## src/asw_pkg.sv

```systemverilog
// shared types, constants and codes for the aligned segment cell walk
package asw_pkg;

    // fixed field widths
    localparam int COORD_W      = 32;
    localparam int SIZE_W       = 31;
    localparam int IDX_W        = 6;
    localparam int FRAC_OUT_W   = 17;
    localparam int CFG_IDX_W    = 3;

    // internal arithmetic widths: walls and ratio operands, divider quotient
    localparam int CW           = 40;
    localparam int DW           = 40;
    localparam int QW           = COORD_W + 1;
    localparam int STEP_W       = 6;
    localparam int PROD_W       = IDX_W + SIZE_W;

    // parameter defaults
    localparam int GRID_DIM_DEF  = 64;
    localparam int FRAC_BITS_DEF = 16;

    // configuration register indexes
    typedef enum logic [CFG_IDX_W-1:0] {
        REG_GRID_MIN_X  = 3'd0,
        REG_GRID_MIN_Y  = 3'd1,
        REG_GRID_MIN_Z  = 3'd2,
        REG_CELL_SIZE_X = 3'd3,
        REG_CELL_SIZE_Y = 3'd4,
        REG_CELL_SIZE_Z = 3'd5
    } reg_idx_t;

    // axis codes
    localparam logic [1:0] AXIS_X    = 2'd0;
    localparam logic [1:0] AXIS_Y    = 2'd1;
    localparam logic [1:0] AXIS_Z    = 2'd2;
    localparam logic [1:0] AXIS_NONE = 2'd3;

    // ratio slots
    localparam logic [1:0] RAT_INSIDE = 2'd0;
    localparam logic [1:0] RAT_UPPER  = 2'd1;
    localparam logic [1:0] RAT_LOWER  = 2'd2;

    typedef struct packed {
        logic signed [COORD_W-1:0] start_x;
        logic signed [COORD_W-1:0] start_y;
        logic signed [COORD_W-1:0] start_z;
        logic signed [COORD_W-1:0] end_x;
        logic signed [COORD_W-1:0] end_y;
        logic signed [COORD_W-1:0] end_z;
        logic [1:0]                axis_sel;
    } in_t;

    typedef struct packed {
        logic [IDX_W-1:0]      cell_i;
        logic [IDX_W-1:0]      cell_j;
        logic [IDX_W-1:0]      cell_k;
        logic [FRAC_OUT_W-1:0] inside_fraction;
        logic [FRAC_OUT_W-1:0] upper_wall_fraction;
        logic [FRAC_OUT_W-1:0] lower_wall_fraction;
        logic                  last_cell;
    } out_t;

    // divider request and response
    typedef struct packed {
        logic              start;
        logic [DW-1:0]     rem0;
        logic [QW-1:0]     dvd;
        logic [DW-1:0]     dsr;
        logic [STEP_W-1:0] steps;
    } div_req_t;

    typedef struct packed {
        logic          done;
        logic [QW-1:0] quo;
    } div_rsp_t;

    typedef enum logic [3:0] {
        ST_IDLE,
        ST_IDX_PREP,
        ST_IDX_DIV,
        ST_RANGE,
        ST_MUL,
        ST_WALL,
        ST_R_PREP,
        ST_R_ABS,
        ST_R_CHK,
        ST_R_DIV,
        ST_OUT
    } state_t;

endpackage

```

## src/asw_div.sv

```systemverilog
// shared restoring divider, one quotient bit per cycle
module asw_div (
    input  logic              aclk,
    input  logic              aresetn,
    input  asw_pkg::div_req_t req,
    output asw_pkg::div_rsp_t rsp
);

    logic [asw_pkg::DW-1:0]     rem_reg, rem_next;
    logic [asw_pkg::QW-1:0]     q_reg, q_next;
    logic [asw_pkg::DW-1:0]     d_reg, d_next;
    logic [asw_pkg::STEP_W-1:0] cnt_reg, cnt_next;
    logic                       busy_reg, busy_next;
    logic                       done_reg, done_next;
    logic [asw_pkg::DW:0]       trial;
    logic [asw_pkg::DW:0]       diff;
    logic                       ge;

    // one trial subtraction per step
    assign trial = {rem_reg, q_reg[asw_pkg::QW-1]};
    assign diff  = trial - {1'b0, d_reg};
    assign ge    = (trial >= {1'b0, d_reg});

    always_comb begin
        rem_next  = rem_reg;
        q_next    = q_reg;
        d_next    = d_reg;
        cnt_next  = cnt_reg;
        busy_next = busy_reg;
        done_next = 1'b0;
        if (req.start) begin
            rem_next  = req.rem0;
            q_next    = req.dvd;
            d_next    = req.dsr;
            cnt_next  = req.steps;
            busy_next = 1'b1;
        end else if (busy_reg) begin
            rem_next = ge ? diff[asw_pkg::DW-1:0] : trial[asw_pkg::DW-1:0];
            q_next   = {q_reg[asw_pkg::QW-2:0], ge};
            cnt_next = cnt_reg - 1'b1;
            if (cnt_reg == asw_pkg::STEP_W'(1)) begin
                busy_next = 1'b0;
                done_next = 1'b1;
            end
        end
    end

    // control
    always_ff @(posedge aclk) begin
        if (!aresetn) begin
            busy_reg <= 1'b0;
            done_reg <= 1'b0;
        end else begin
            busy_reg <= busy_next;
            done_reg <= done_next;
        end
    end

    // datapath
    always_ff @(posedge aclk) begin
        rem_reg <= rem_next;
        q_reg   <= q_next;
        d_reg   <= d_next;
        cnt_reg <= cnt_next;
    end

    assign rsp.done = done_reg;
    assign rsp.quo  = q_reg;

endmodule

```

## src/aligned_segment_cell_walk_top.sv

```systemverilog
// top level: register file, walk sequencer and shared divider
// Walks an axis-aligned segment through a uniform grid and returns one request per cell
// along the chosen axis, from the lower end index to the higher one. One segment is
// taken at a time: s_ready is high only while the block is idle. The four end indices
// (three at the start point, one at the end point on the axis) are found on the shared
// divider, and each cell then waits for m_ready after its three fractions have gone one
// after another through the same bit-serial divider, where a division is needed.
// A segment with axis code 3 is taken, returns nothing and leaves the block idle.
module aligned_segment_cell_walk_top #(
    parameter int GRID_DIM  = asw_pkg::GRID_DIM_DEF,
    parameter int FRAC_BITS = asw_pkg::FRAC_BITS_DEF
) (
    input  logic                            aclk,
    input  logic                            aresetn,
    input  logic                            cfg_we,
    input  logic [asw_pkg::CFG_IDX_W-1:0]   cfg_idx,
    input  logic [asw_pkg::COORD_W-1:0]     cfg_wdata,
    input  logic                            s_valid,
    output logic                            s_ready,
    input  asw_pkg::in_t                    s_data,
    output logic                            m_valid,
    input  logic                            m_ready,
    output asw_pkg::out_t                   m_data
);

    localparam int RW = FRAC_BITS + 1;

    asw_pkg::state_t state_reg, state_next;

    logic signed [asw_pkg::COORD_W-1:0] gmin_reg [3];
    logic [asw_pkg::SIZE_W-1:0]         size_reg [3];
    logic signed [asw_pkg::COORD_W-1:0] s_reg [3];
    logic signed [asw_pkg::COORD_W-1:0] e_reg [3];
    logic [1:0]                         axis_reg, axis_next;
    logic [asw_pkg::IDX_W-1:0]          sid_reg [3];
    logic [asw_pkg::IDX_W-1:0]          eid_reg;
    logic [1:0]                         k_reg, k_next;
    logic [1:0]                         r_reg, r_next;
    logic [asw_pkg::IDX_W-1:0]          lo_c_reg, lo_c_next;
    logic [asw_pkg::IDX_W-1:0]          hi_c_reg, hi_c_next;
    logic [asw_pkg::IDX_W-1:0]          c_reg, c_next;
    logic [asw_pkg::PROD_W-1:0]         prod_reg, prod_next;
    logic signed [asw_pkg::CW-1:0]      w1_reg, w1_next;
    logic signed [asw_pkg::CW-1:0]      w2_reg, w2_next;
    logic signed [asw_pkg::CW-1:0]      num_reg, num_next;
    logic signed [asw_pkg::CW-1:0]      den_reg, den_next;
    logic [asw_pkg::DW-1:0]             un_reg, un_next;
    logic [asw_pkg::DW-1:0]             ud_reg, ud_next;
    logic                               zero_reg, zero_next;
    logic [RW-1:0]                      frac_reg [3];

    logic                               idx_we;
    logic [asw_pkg::IDX_W-1:0]          idx_val;
    logic                               frac_we;
    logic [RW-1:0]                      frac_val;

    asw_pkg::div_req_t                  div_req;
    asw_pkg::div_rsp_t                  div_rsp;

    // selections for the index divisions and the walk axis
    logic [1:0]                         ax_k;
    logic signed [asw_pkg::COORD_W-1:0] p_k;
    logic signed [asw_pkg::COORD_W:0]   off_k;
    logic [asw_pkg::SIZE_W-1:0]         sz_k;
    logic [asw_pkg::SIZE_W-1:0]         sz_a;
    logic signed [asw_pkg::CW-1:0]      s_a, e_a, lo_a, hi_a;
    logic [asw_pkg::IDX_W-1:0]          sid_a;
    logic [asw_pkg::QW-1:0]             q_sat;

    assign ax_k  = (k_reg == 2'd3) ? axis_reg : k_reg;
    assign p_k   = (k_reg == 2'd3) ? e_reg[axis_reg] : s_reg[k_reg];
    assign off_k = {p_k[asw_pkg::COORD_W-1], p_k}
                 - {gmin_reg[ax_k][asw_pkg::COORD_W-1], gmin_reg[ax_k]};
    assign sz_k  = (size_reg[ax_k] == '0) ? asw_pkg::SIZE_W'(1) : size_reg[ax_k];
    assign sz_a  = (size_reg[axis_reg] == '0) ? asw_pkg::SIZE_W'(1) : size_reg[axis_reg];
    assign s_a   = asw_pkg::CW'(s_reg[axis_reg]);
    assign e_a   = asw_pkg::CW'(e_reg[axis_reg]);
    assign lo_a  = (s_a < e_a) ? s_a : e_a;
    assign hi_a  = (s_a < e_a) ? e_a : s_a;
    assign sid_a = sid_reg[axis_reg];
    assign q_sat = asw_pkg::QW'(GRID_DIM - 1);

    // configuration writes
    always_ff @(posedge aclk) begin
        if (!aresetn) begin
            for (int a = 0; a < 3; a++) begin
                gmin_reg[a] <= '0;
                size_reg[a] <= asw_pkg::SIZE_W'(65536);
            end
        end else if (cfg_we) begin
            case (cfg_idx)
                asw_pkg::REG_GRID_MIN_X:  gmin_reg[0] <= cfg_wdata;
                asw_pkg::REG_GRID_MIN_Y:  gmin_reg[1] <= cfg_wdata;
                asw_pkg::REG_GRID_MIN_Z:  gmin_reg[2] <= cfg_wdata;
                asw_pkg::REG_CELL_SIZE_X: size_reg[0] <= cfg_wdata[asw_pkg::SIZE_W-1:0];
                asw_pkg::REG_CELL_SIZE_Y: size_reg[1] <= cfg_wdata[asw_pkg::SIZE_W-1:0];
                asw_pkg::REG_CELL_SIZE_Z: size_reg[2] <= cfg_wdata[asw_pkg::SIZE_W-1:0];
                default: ;
            endcase
        end
    end

    // next state
    always_comb begin
        state_next = state_reg;
        case (state_reg)
            asw_pkg::ST_IDLE: begin
                if (s_valid && s_data.axis_sel != asw_pkg::AXIS_NONE) begin
                    state_next = asw_pkg::ST_IDX_PREP;
                end
            end
            asw_pkg::ST_IDX_PREP: begin
                if (!off_k[asw_pkg::COORD_W]) begin
                    state_next = asw_pkg::ST_IDX_DIV;
                end else if (k_reg == 2'd3) begin
                    state_next = asw_pkg::ST_RANGE;
                end
            end
            asw_pkg::ST_IDX_DIV: begin
                if (div_rsp.done) begin
                    state_next = (k_reg == 2'd3) ? asw_pkg::ST_RANGE : asw_pkg::ST_IDX_PREP;
                end
            end
            asw_pkg::ST_RANGE:  state_next = asw_pkg::ST_MUL;
            asw_pkg::ST_MUL:    state_next = asw_pkg::ST_WALL;
            asw_pkg::ST_WALL:   state_next = asw_pkg::ST_R_PREP;
            asw_pkg::ST_R_PREP: state_next = asw_pkg::ST_R_ABS;
            asw_pkg::ST_R_ABS:  state_next = asw_pkg::ST_R_CHK;
            asw_pkg::ST_R_CHK: begin
                if (!zero_reg && un_reg < ud_reg) begin
                    state_next = asw_pkg::ST_R_DIV;
                end else begin
                    state_next = (r_reg == asw_pkg::RAT_LOWER) ? asw_pkg::ST_OUT
                                                                : asw_pkg::ST_R_PREP;
                end
            end
            asw_pkg::ST_R_DIV: begin
                if (div_rsp.done) begin
                    state_next = (r_reg == asw_pkg::RAT_LOWER) ? asw_pkg::ST_OUT
                                                                : asw_pkg::ST_R_PREP;
                end
            end
            asw_pkg::ST_OUT: begin
                if (m_ready) begin
                    state_next = (c_reg == hi_c_reg) ? asw_pkg::ST_IDLE : asw_pkg::ST_MUL;
                end
            end
            default: state_next = asw_pkg::ST_IDLE;
        endcase
    end

    // datapath and divider control
    always_comb begin
        axis_next = axis_reg;
        k_next    = k_reg;
        r_next    = r_reg;
        lo_c_next = lo_c_reg;
        hi_c_next = hi_c_reg;
        c_next    = c_reg;
        prod_next = prod_reg;
        w1_next   = w1_reg;
        w2_next   = w2_reg;
        num_next  = num_reg;
        den_next  = den_reg;
        un_next   = un_reg;
        ud_next   = ud_reg;
        zero_next = zero_reg;
        idx_we    = 1'b0;
        idx_val   = '0;
        frac_we   = 1'b0;
        frac_val  = '0;
        div_req   = '0;
        case (state_reg)
            asw_pkg::ST_IDLE: begin
                axis_next = s_data.axis_sel;
                k_next    = 2'd0;
            end
            asw_pkg::ST_IDX_PREP: begin
                // below the grid minimum the index is zero at once
                if (off_k[asw_pkg::COORD_W]) begin
                    idx_we  = 1'b1;
                    idx_val = '0;
                    k_next  = k_reg + 2'd1;
                end else begin
                    div_req.start = 1'b1;
                    div_req.rem0  = '0;
                    div_req.dvd   = off_k[asw_pkg::QW-1:0];
                    div_req.dsr   = asw_pkg::DW'(sz_k);
                    div_req.steps = asw_pkg::STEP_W'(asw_pkg::QW);
                end
            end
            asw_pkg::ST_IDX_DIV: begin
                if (div_rsp.done) begin
                    idx_we  = 1'b1;
                    idx_val = (div_rsp.quo > q_sat) ? asw_pkg::IDX_W'(GRID_DIM - 1)
                                                    : div_rsp.quo[asw_pkg::IDX_W-1:0];
                    k_next  = k_reg + 2'd1;
                end
            end
            asw_pkg::ST_RANGE: begin
                lo_c_next = (sid_a < eid_reg) ? sid_a : eid_reg;
                hi_c_next = (sid_a < eid_reg) ? eid_reg : sid_a;
                c_next    = (sid_a < eid_reg) ? sid_a : eid_reg;
            end
            asw_pkg::ST_MUL: begin
                prod_next = asw_pkg::PROD_W'(c_reg) * asw_pkg::PROD_W'(sz_a);
            end
            asw_pkg::ST_WALL: begin
                // cell walls along the axis
                w1_next = asw_pkg::CW'(gmin_reg[axis_reg])
                        + $signed({{(asw_pkg::CW-asw_pkg::PROD_W){1'b0}}, prod_reg});
                w2_next = asw_pkg::CW'(gmin_reg[axis_reg])
                        + $signed({{(asw_pkg::CW-asw_pkg::PROD_W){1'b0}}, prod_reg})
                        + $signed({{(asw_pkg::CW-asw_pkg::SIZE_W){1'b0}}, sz_a});
                r_next  = asw_pkg::RAT_INSIDE;
            end
            asw_pkg::ST_R_PREP: begin
                case (r_reg)
                    asw_pkg::RAT_INSIDE: begin
                        num_next = ((hi_a > w2_reg) ? w2_reg : hi_a)
                                 - ((lo_a < w1_reg) ? w1_reg : lo_a);
                        den_next = hi_a - lo_a;
                    end
                    asw_pkg::RAT_UPPER: begin
                        num_next = w2_reg - e_a;
                        den_next = s_a - e_a;
                    end
                    default: begin
                        num_next = w1_reg - e_a;
                        den_next = s_a - e_a;
                    end
                endcase
            end
            asw_pkg::ST_R_ABS: begin
                // opposite signs or a zero term clamp to zero
                zero_next = (num_reg == '0) || (den_reg == '0)
                         || ((num_reg > 0) != (den_reg > 0));
                un_next   = num_reg[asw_pkg::CW-1] ? asw_pkg::DW'(-num_reg)
                                                   : asw_pkg::DW'(num_reg);
                ud_next   = den_reg[asw_pkg::CW-1] ? asw_pkg::DW'(-den_reg)
                                                   : asw_pkg::DW'(den_reg);
            end
            asw_pkg::ST_R_CHK: begin
                if (zero_reg) begin
                    frac_we  = 1'b1;
                    frac_val = '0;
                    r_next   = r_reg + 2'd1;
                end else if (un_reg >= ud_reg) begin
                    frac_we  = 1'b1;
                    frac_val = RW'(1) << FRAC_BITS;
                    r_next   = r_reg + 2'd1;
                end else begin
                    div_req.start = 1'b1;
                    div_req.rem0  = un_reg;
                    div_req.dvd   = '0;
                    div_req.dsr   = ud_reg;
                    div_req.steps = asw_pkg::STEP_W'(FRAC_BITS);
                end
            end
            asw_pkg::ST_R_DIV: begin
                if (div_rsp.done) begin
                    frac_we  = 1'b1;
                    frac_val = div_rsp.quo[RW-1:0];
                    r_next   = r_reg + 2'd1;
                end
            end
            asw_pkg::ST_OUT: begin
                if (m_ready && c_reg != hi_c_reg) begin
                    c_next = c_reg + 1'b1;
                end
            end
            default: ;
        endcase
    end

    // control registers
    always_ff @(posedge aclk) begin
        if (!aresetn) begin
            state_reg <= asw_pkg::ST_IDLE;
        end else begin
            state_reg <= state_next;
        end
    end

    // payload registers
    always_ff @(posedge aclk) begin
        if (state_reg == asw_pkg::ST_IDLE && s_valid) begin
            s_reg[0] <= s_data.start_x;
            s_reg[1] <= s_data.start_y;
            s_reg[2] <= s_data.start_z;
            e_reg[0] <= s_data.end_x;
            e_reg[1] <= s_data.end_y;
            e_reg[2] <= s_data.end_z;
        end
        if (idx_we) begin
            if (k_reg == 2'd3) begin
                eid_reg <= idx_val;
            end else begin
                sid_reg[k_reg] <= idx_val;
            end
        end
        if (frac_we) begin
            frac_reg[r_reg] <= frac_val;
        end
        axis_reg <= axis_next;
        k_reg    <= k_next;
        r_reg    <= r_next;
        lo_c_reg <= lo_c_next;
        hi_c_reg <= hi_c_next;
        c_reg    <= c_next;
        prod_reg <= prod_next;
        w1_reg   <= w1_next;
        w2_reg   <= w2_next;
        num_reg  <= num_next;
        den_reg  <= den_next;
        un_reg   <= un_next;
        ud_reg   <= ud_next;
        zero_reg <= zero_next;
    end

    asw_div u_div (
        .aclk    (aclk),
        .aresetn (aresetn),
        .req     (div_req),
        .rsp     (div_rsp)
    );

    // ports
    assign s_ready = (state_reg == asw_pkg::ST_IDLE);
    assign m_valid = (state_reg == asw_pkg::ST_OUT);

    always_comb begin
        m_data.cell_i              = (axis_reg == asw_pkg::AXIS_X) ? c_reg : sid_reg[0];
        m_data.cell_j              = (axis_reg == asw_pkg::AXIS_Y) ? c_reg : sid_reg[1];
        m_data.cell_k              = (axis_reg == asw_pkg::AXIS_Z) ? c_reg : sid_reg[2];
        m_data.inside_fraction     = asw_pkg::FRAC_OUT_W'(frac_reg[asw_pkg::RAT_INSIDE]);
        m_data.upper_wall_fraction = asw_pkg::FRAC_OUT_W'(frac_reg[asw_pkg::RAT_UPPER]);
        m_data.lower_wall_fraction = asw_pkg::FRAC_OUT_W'(frac_reg[asw_pkg::RAT_LOWER]);
        m_data.last_cell           = (c_reg == hi_c_reg);
    end

    // checks
    a_no_overlap: assert property (@(posedge aclk) disable iff (!aresetn)
        !(s_ready && m_valid))
        else $error("input taken while a cell request is pending");

    a_idle_after_last: assert property (@(posedge aclk) disable iff (!aresetn)
        (m_valid && m_ready && m_data.last_cell) |=> s_ready)
        else $error("block not idle after the last cell");

    a_cell_in_range: assert property (@(posedge aclk) disable iff (!aresetn)
        m_valid |-> (c_reg >= lo_c_reg && c_reg <= hi_c_reg))
        else $error("walk index left its range");

    a_div_idle_on_out: assert property (@(posedge aclk) disable iff (!aresetn)
        m_valid |-> !div_req.start)
        else $error("divider started while a cell request is pending");

endmodule
```

## config.mk

```make
export PLATFORM = sky130hd
export DESIGN_NAME = aligned_segment_cell_walk_top
export DESIGN_NICKNAME = d
export VERILOG_FILES = /design/src/asw_pkg.sv /design/src/asw_div.sv /design/src/aligned_segment_cell_walk_top.sv
export SDC_FILE = /design/constraint.sdc
export NUM_CORES = 2
export LEC_CHECK = 0
export ABC_AREA = 1
export ABC_CLOCK_PERIOD_IN_PS = 26000
export BUFFER_PORTS_ARGS = -buffer_cell sky130_fd_sc_hd__buf_2
export CORE_ASPECT_RATIO = 1.25
export CORE_UTILIZATION = 50
export DETAILED_ROUTE_END_ITERATION = 10
export PLACE_DENSITY = 0.65
export SLEW_MARGIN = 0
export SYNTH_ARGS = -nofsm -noshare
export SYNTH_HDL_FRONTEND = slang
export SYNTH_SLANG_ARGS = --single-unit
export TNS_END_PERCENT = 50
```

## constraint.sdc

```tcl
create_clock -name aclk -period 26 [get_ports aclk]
set_clock_uncertainty 0.2 [all_clocks]
set_input_delay 2.6 -clock aclk [delete_from_list [all_inputs] [get_ports aclk]]
set_output_delay 2.6 -clock aclk [all_outputs]
set_load 0.05 [all_outputs]
```

==> results_tabular.tex <==
\begin{tabular}{lr}
\hline
Metric & Value \\
\hline
\multicolumn{2}{l}{\textbf{Run status}} \\
Result of the run & complete, but fails checks \\
Violations in the final reports & capacitance limit, slew limit \\
\multicolumn{2}{l}{\textbf{Finish}} \\
Fill cell total of the finished layout & 11500 \\
Final nets & 8601 \\
Most frequent cells in the layout & 1680 x sky130\_fd\_sc\_hd\_\_nand2\_1, 1013 x sky130\_fd\_sc\_hd\_\_inv\_1, 876 x sky130\_fd\_sc\_hd\_\_edfxtp\_1 \\
Synthesis-to-layout area growth & 10.4\% \\
Count of non-filler cells in the finished layout & 9509 \\
Proportion of layout cells with a drive suffix above 1 & 0.0841 \\
Design Area, Final & 0.0697 mm\^{}2 \\
Most common library cell in the layout ignoring fill and taps & sky130\_fd\_sc\_hd\_\_nand2\_1 \\
\multicolumn{2}{l}{\textbf{Yosys}} \\
Yosys warnings & 0 \\
Post-synth EDFFs & 876 \\
Share of flip-flops with an asynchronous set or reset & 0 \\
Predominant post-synthesis flop cell & sky130\_fd\_sc\_hd\_\_edfxtp\_1 \\
Post-synth cell types & 69 \\
Synthesized area divided by synthesized cell count & 8.37 um\^{}2 \\
Number of synthesized register bits & 886 \\
Number of cells produced by synthesis & 7546 \\
Area of the mapped netlist & 0.0631 mm\^{}2 \\
Part of the Yosys area used for sequential elements & 0.420 \\
\multicolumn{2}{l}{\textbf{Drt}} \\
WL/cell & 27.4 um \\
Drt pass-1 iters & 9 \\
Ratio of routed vias to standard cells & 5.97 \\
\# DRC & 0 \\
Overall via count from detail\_route & 56800 \\
Total routed wirelength & 260 mm \\
DRC marker count from the first detailed-route iteration & 6947 \\
Count of nets left with antenna violations after detail routing & 0 \\
\multicolumn{2}{l}{\textbf{STA}} \\
Hold violation count in the final report & 0 \\
Measured slew at the worst slew-check pin & 1550 ps \\
Worst rel slew slack & -0.0596 \\
Final count of negative-setup-slack endpoints & 0 \\
Period Utilization, post-route & 0.464 \\
Unrepaired setup endpoints after global routing & no \\
Setup TNS after final layout & 0 ps \\
Maximum frequency from static timing analysis & 82.8 MHz \\
Clock period minus final worst setup slack & 12070 ps \\
Max-slew violation count & 3 \\
\multicolumn{2}{l}{\textbf{Floorplan}} \\
Number of ports placed on the die boundary & 306 \\
Num rows & 145 \\
Die width & 320 um \\
Vert. Die Dim & 399 um \\
Full die area & 0.128 mm\^{}2 \\
Core Box Area & 0.125 mm\^{}2 \\
Initial core utilization & 0.504 \\
\multicolumn{2}{l}{\textbf{Global routing}} \\
First-pass GRT wire length & 368 mm \\
Largest net degree at the start of global routing & 192 \\
Gr ovfl total & 0 \\
Total track usage & 0.402 \\
Number of antenna violations at the first check in global routing & 9 \\
Via count of the first global-routing pass & 54700 \\
\multicolumn{2}{l}{\textbf{Critical path}} \\
CP Max Fanout & 83 \\
Endpoint arrival time on the critical path & 12360 ps \\
Cell seen most often among critical-path stages & sky130\_fd\_sc\_hd\_\_nand2\_1 \\
Critical path endpoint category & flop \\
Crit path launch type & flop \\
Critical path start-end classification & flop to flop \\
Master of the slowest instance on the critical path & sky130\_fd\_sc\_hd\_\_ha\_1 \\
Data required time at the worst endpoint & 26290 ps \\
Reg2reg setup slack & 13930 ps \\
Worst path max stage delay & 690 ps \\
\multicolumn{2}{l}{\textbf{Placement}} \\
I/O Buffers & 305 \\
DP HPWL & 211 mm \\
Cell Count Post-Placement & 9334 \\
Routability congestion estimate from global placement & 1.08 \\
Post-DP Area & 0.0665 mm\^{}2 \\
\multicolumn{2}{l}{\textbf{CTS}} \\
Clock tree from TritonCTS & done \\
Hold buffers post-CTS & 0 \\
TritonCTS sink count & 886 \\
Clock slew at the register clock pins of the worst setup and hold paths & 70 ps \\
Post-cts sizing count & 0 \\
Buffers inserted during post-CTS setup optimization & 0 \\
Max Buffers Root-to-Sink & 3 \\
H-tree depth & 3 \\
Number of buffers created by CTS & 92 \\
Clk root buf & sky130\_fd\_sc\_hd\_\_clkbuf\_16 \\
Clk\_lat worst skew & 760 ps \\
\multicolumn{2}{l}{\textbf{Min path}} \\
Worst min path class & flop to flop \\
\multicolumn{2}{l}{\textbf{Flow run}} \\
Max Cap Violations & 2 \\
\hline
\end{tabular}
[layer usage]
metal	global-route usage	wire length, um	vias up
met3	0.0711	21500	746
met5	0	0	-
li1	-	-	26100
met1	0.458	92500	27100
met4	0.338	25400	0
met2	0.661	121000	2922
[cells in the mapped netlist, drive strengths merged (35+ instances only)]
library cell  instances  share of area
nand2              1705           0.10
inv                1029          0.061
edfxtp              876           0.42
o21ai               751          0.061
a21oi               629          0.050
nor2                625          0.038
ha                  432          0.086
nand3               239          0.019
xor2                186          0.026
clkbuf              163         0.0097
fa                  124          0.039
xnor2               106          0.015
buf                  64         0.0061
nor3                 62         0.0049
a31oi                54         0.0053
nand4                54         0.0053
o21a                 51         0.0062
o22ai                41         0.0041
o211ai               37         0.0044
nor4                 35         0.0036
[cell families after synthesis]
| kind of cell | Yosys count | share of synthesized area |
|---|---|---|
| muxes | 30 | 0.00478 |
| xor gates and xnor gates | 292 | 0.0405 |
| adders and majority gates | 556 | 0.125 |
| DFF | 886 | 0.420 |
| other | 1 | 0.0000594 |
| AOI/OAI and AO/OA | 1744 | 0.154 |
| buffers and inverters | 1274 | 0.0780 |
| and+or+nand+nor | 2763 | 0.178 |
[cell type report]
class	instances	area, um^2	area share
Antenna cell	8	20.0	0.000287
Clock buffer	108	2360	0.0339
Clock inverter	59	818	0.0117
Inverter	1047	3940	0.0564
Multi-Input combinational cell	5391	31800	0.457
Sequential cell	886	26500	0.380
Tap cell	1617	2020	0.0290
Timing Repair Buffer	393	2200	0.0316
[path summary, 6_finish.rpt]
kind                               endpoint                 startpoint  cells past startpoint
hold / removal    u_div.q_reg[25]$_DFFE_PP_  u_div.q_reg[24]$_DFFE_PP_                      2
hold reg to reg   u_div.q_reg[25]$_DFFE_PP_  u_div.q_reg[24]$_DFFE_PP_                      2
setup / recovery      num_reg[33]$_DFFE_PP_                       flop                     54
setup reg to reg      num_reg[33]$_DFFE_PP_                       flop                     54
[worst max-delay path, delay by kind of cell (launching register included)]
family                   cells  cell delay, ps
adder cells (fa/ha/maj)      3            1170
AND/OR/NAND/NOR             32            4930
flip-flops                   1             400
buffers and inverters       10            2930
AO/OA/AOI/OAI                9            2000
[through the flow]
| stage | util | hold WS (ps) | worst slack [ps] |
|---|---|---|---|
| after detailed placement | 0.531 | 327 | 14360 |
| final | 0.557 | 339 | 13930 |
| after global routing | 0.557 | 356 | 13210 |
| after CTS | 0.557 | 337 | 14330 |
| after floorplan | - | 238 | 14520 |
| after global placement | 0.531 | 307 | 14390 |
Power is not shown: default switching activity piles up to over one toggle a cycle in this logic, so the estimate is an artifact.
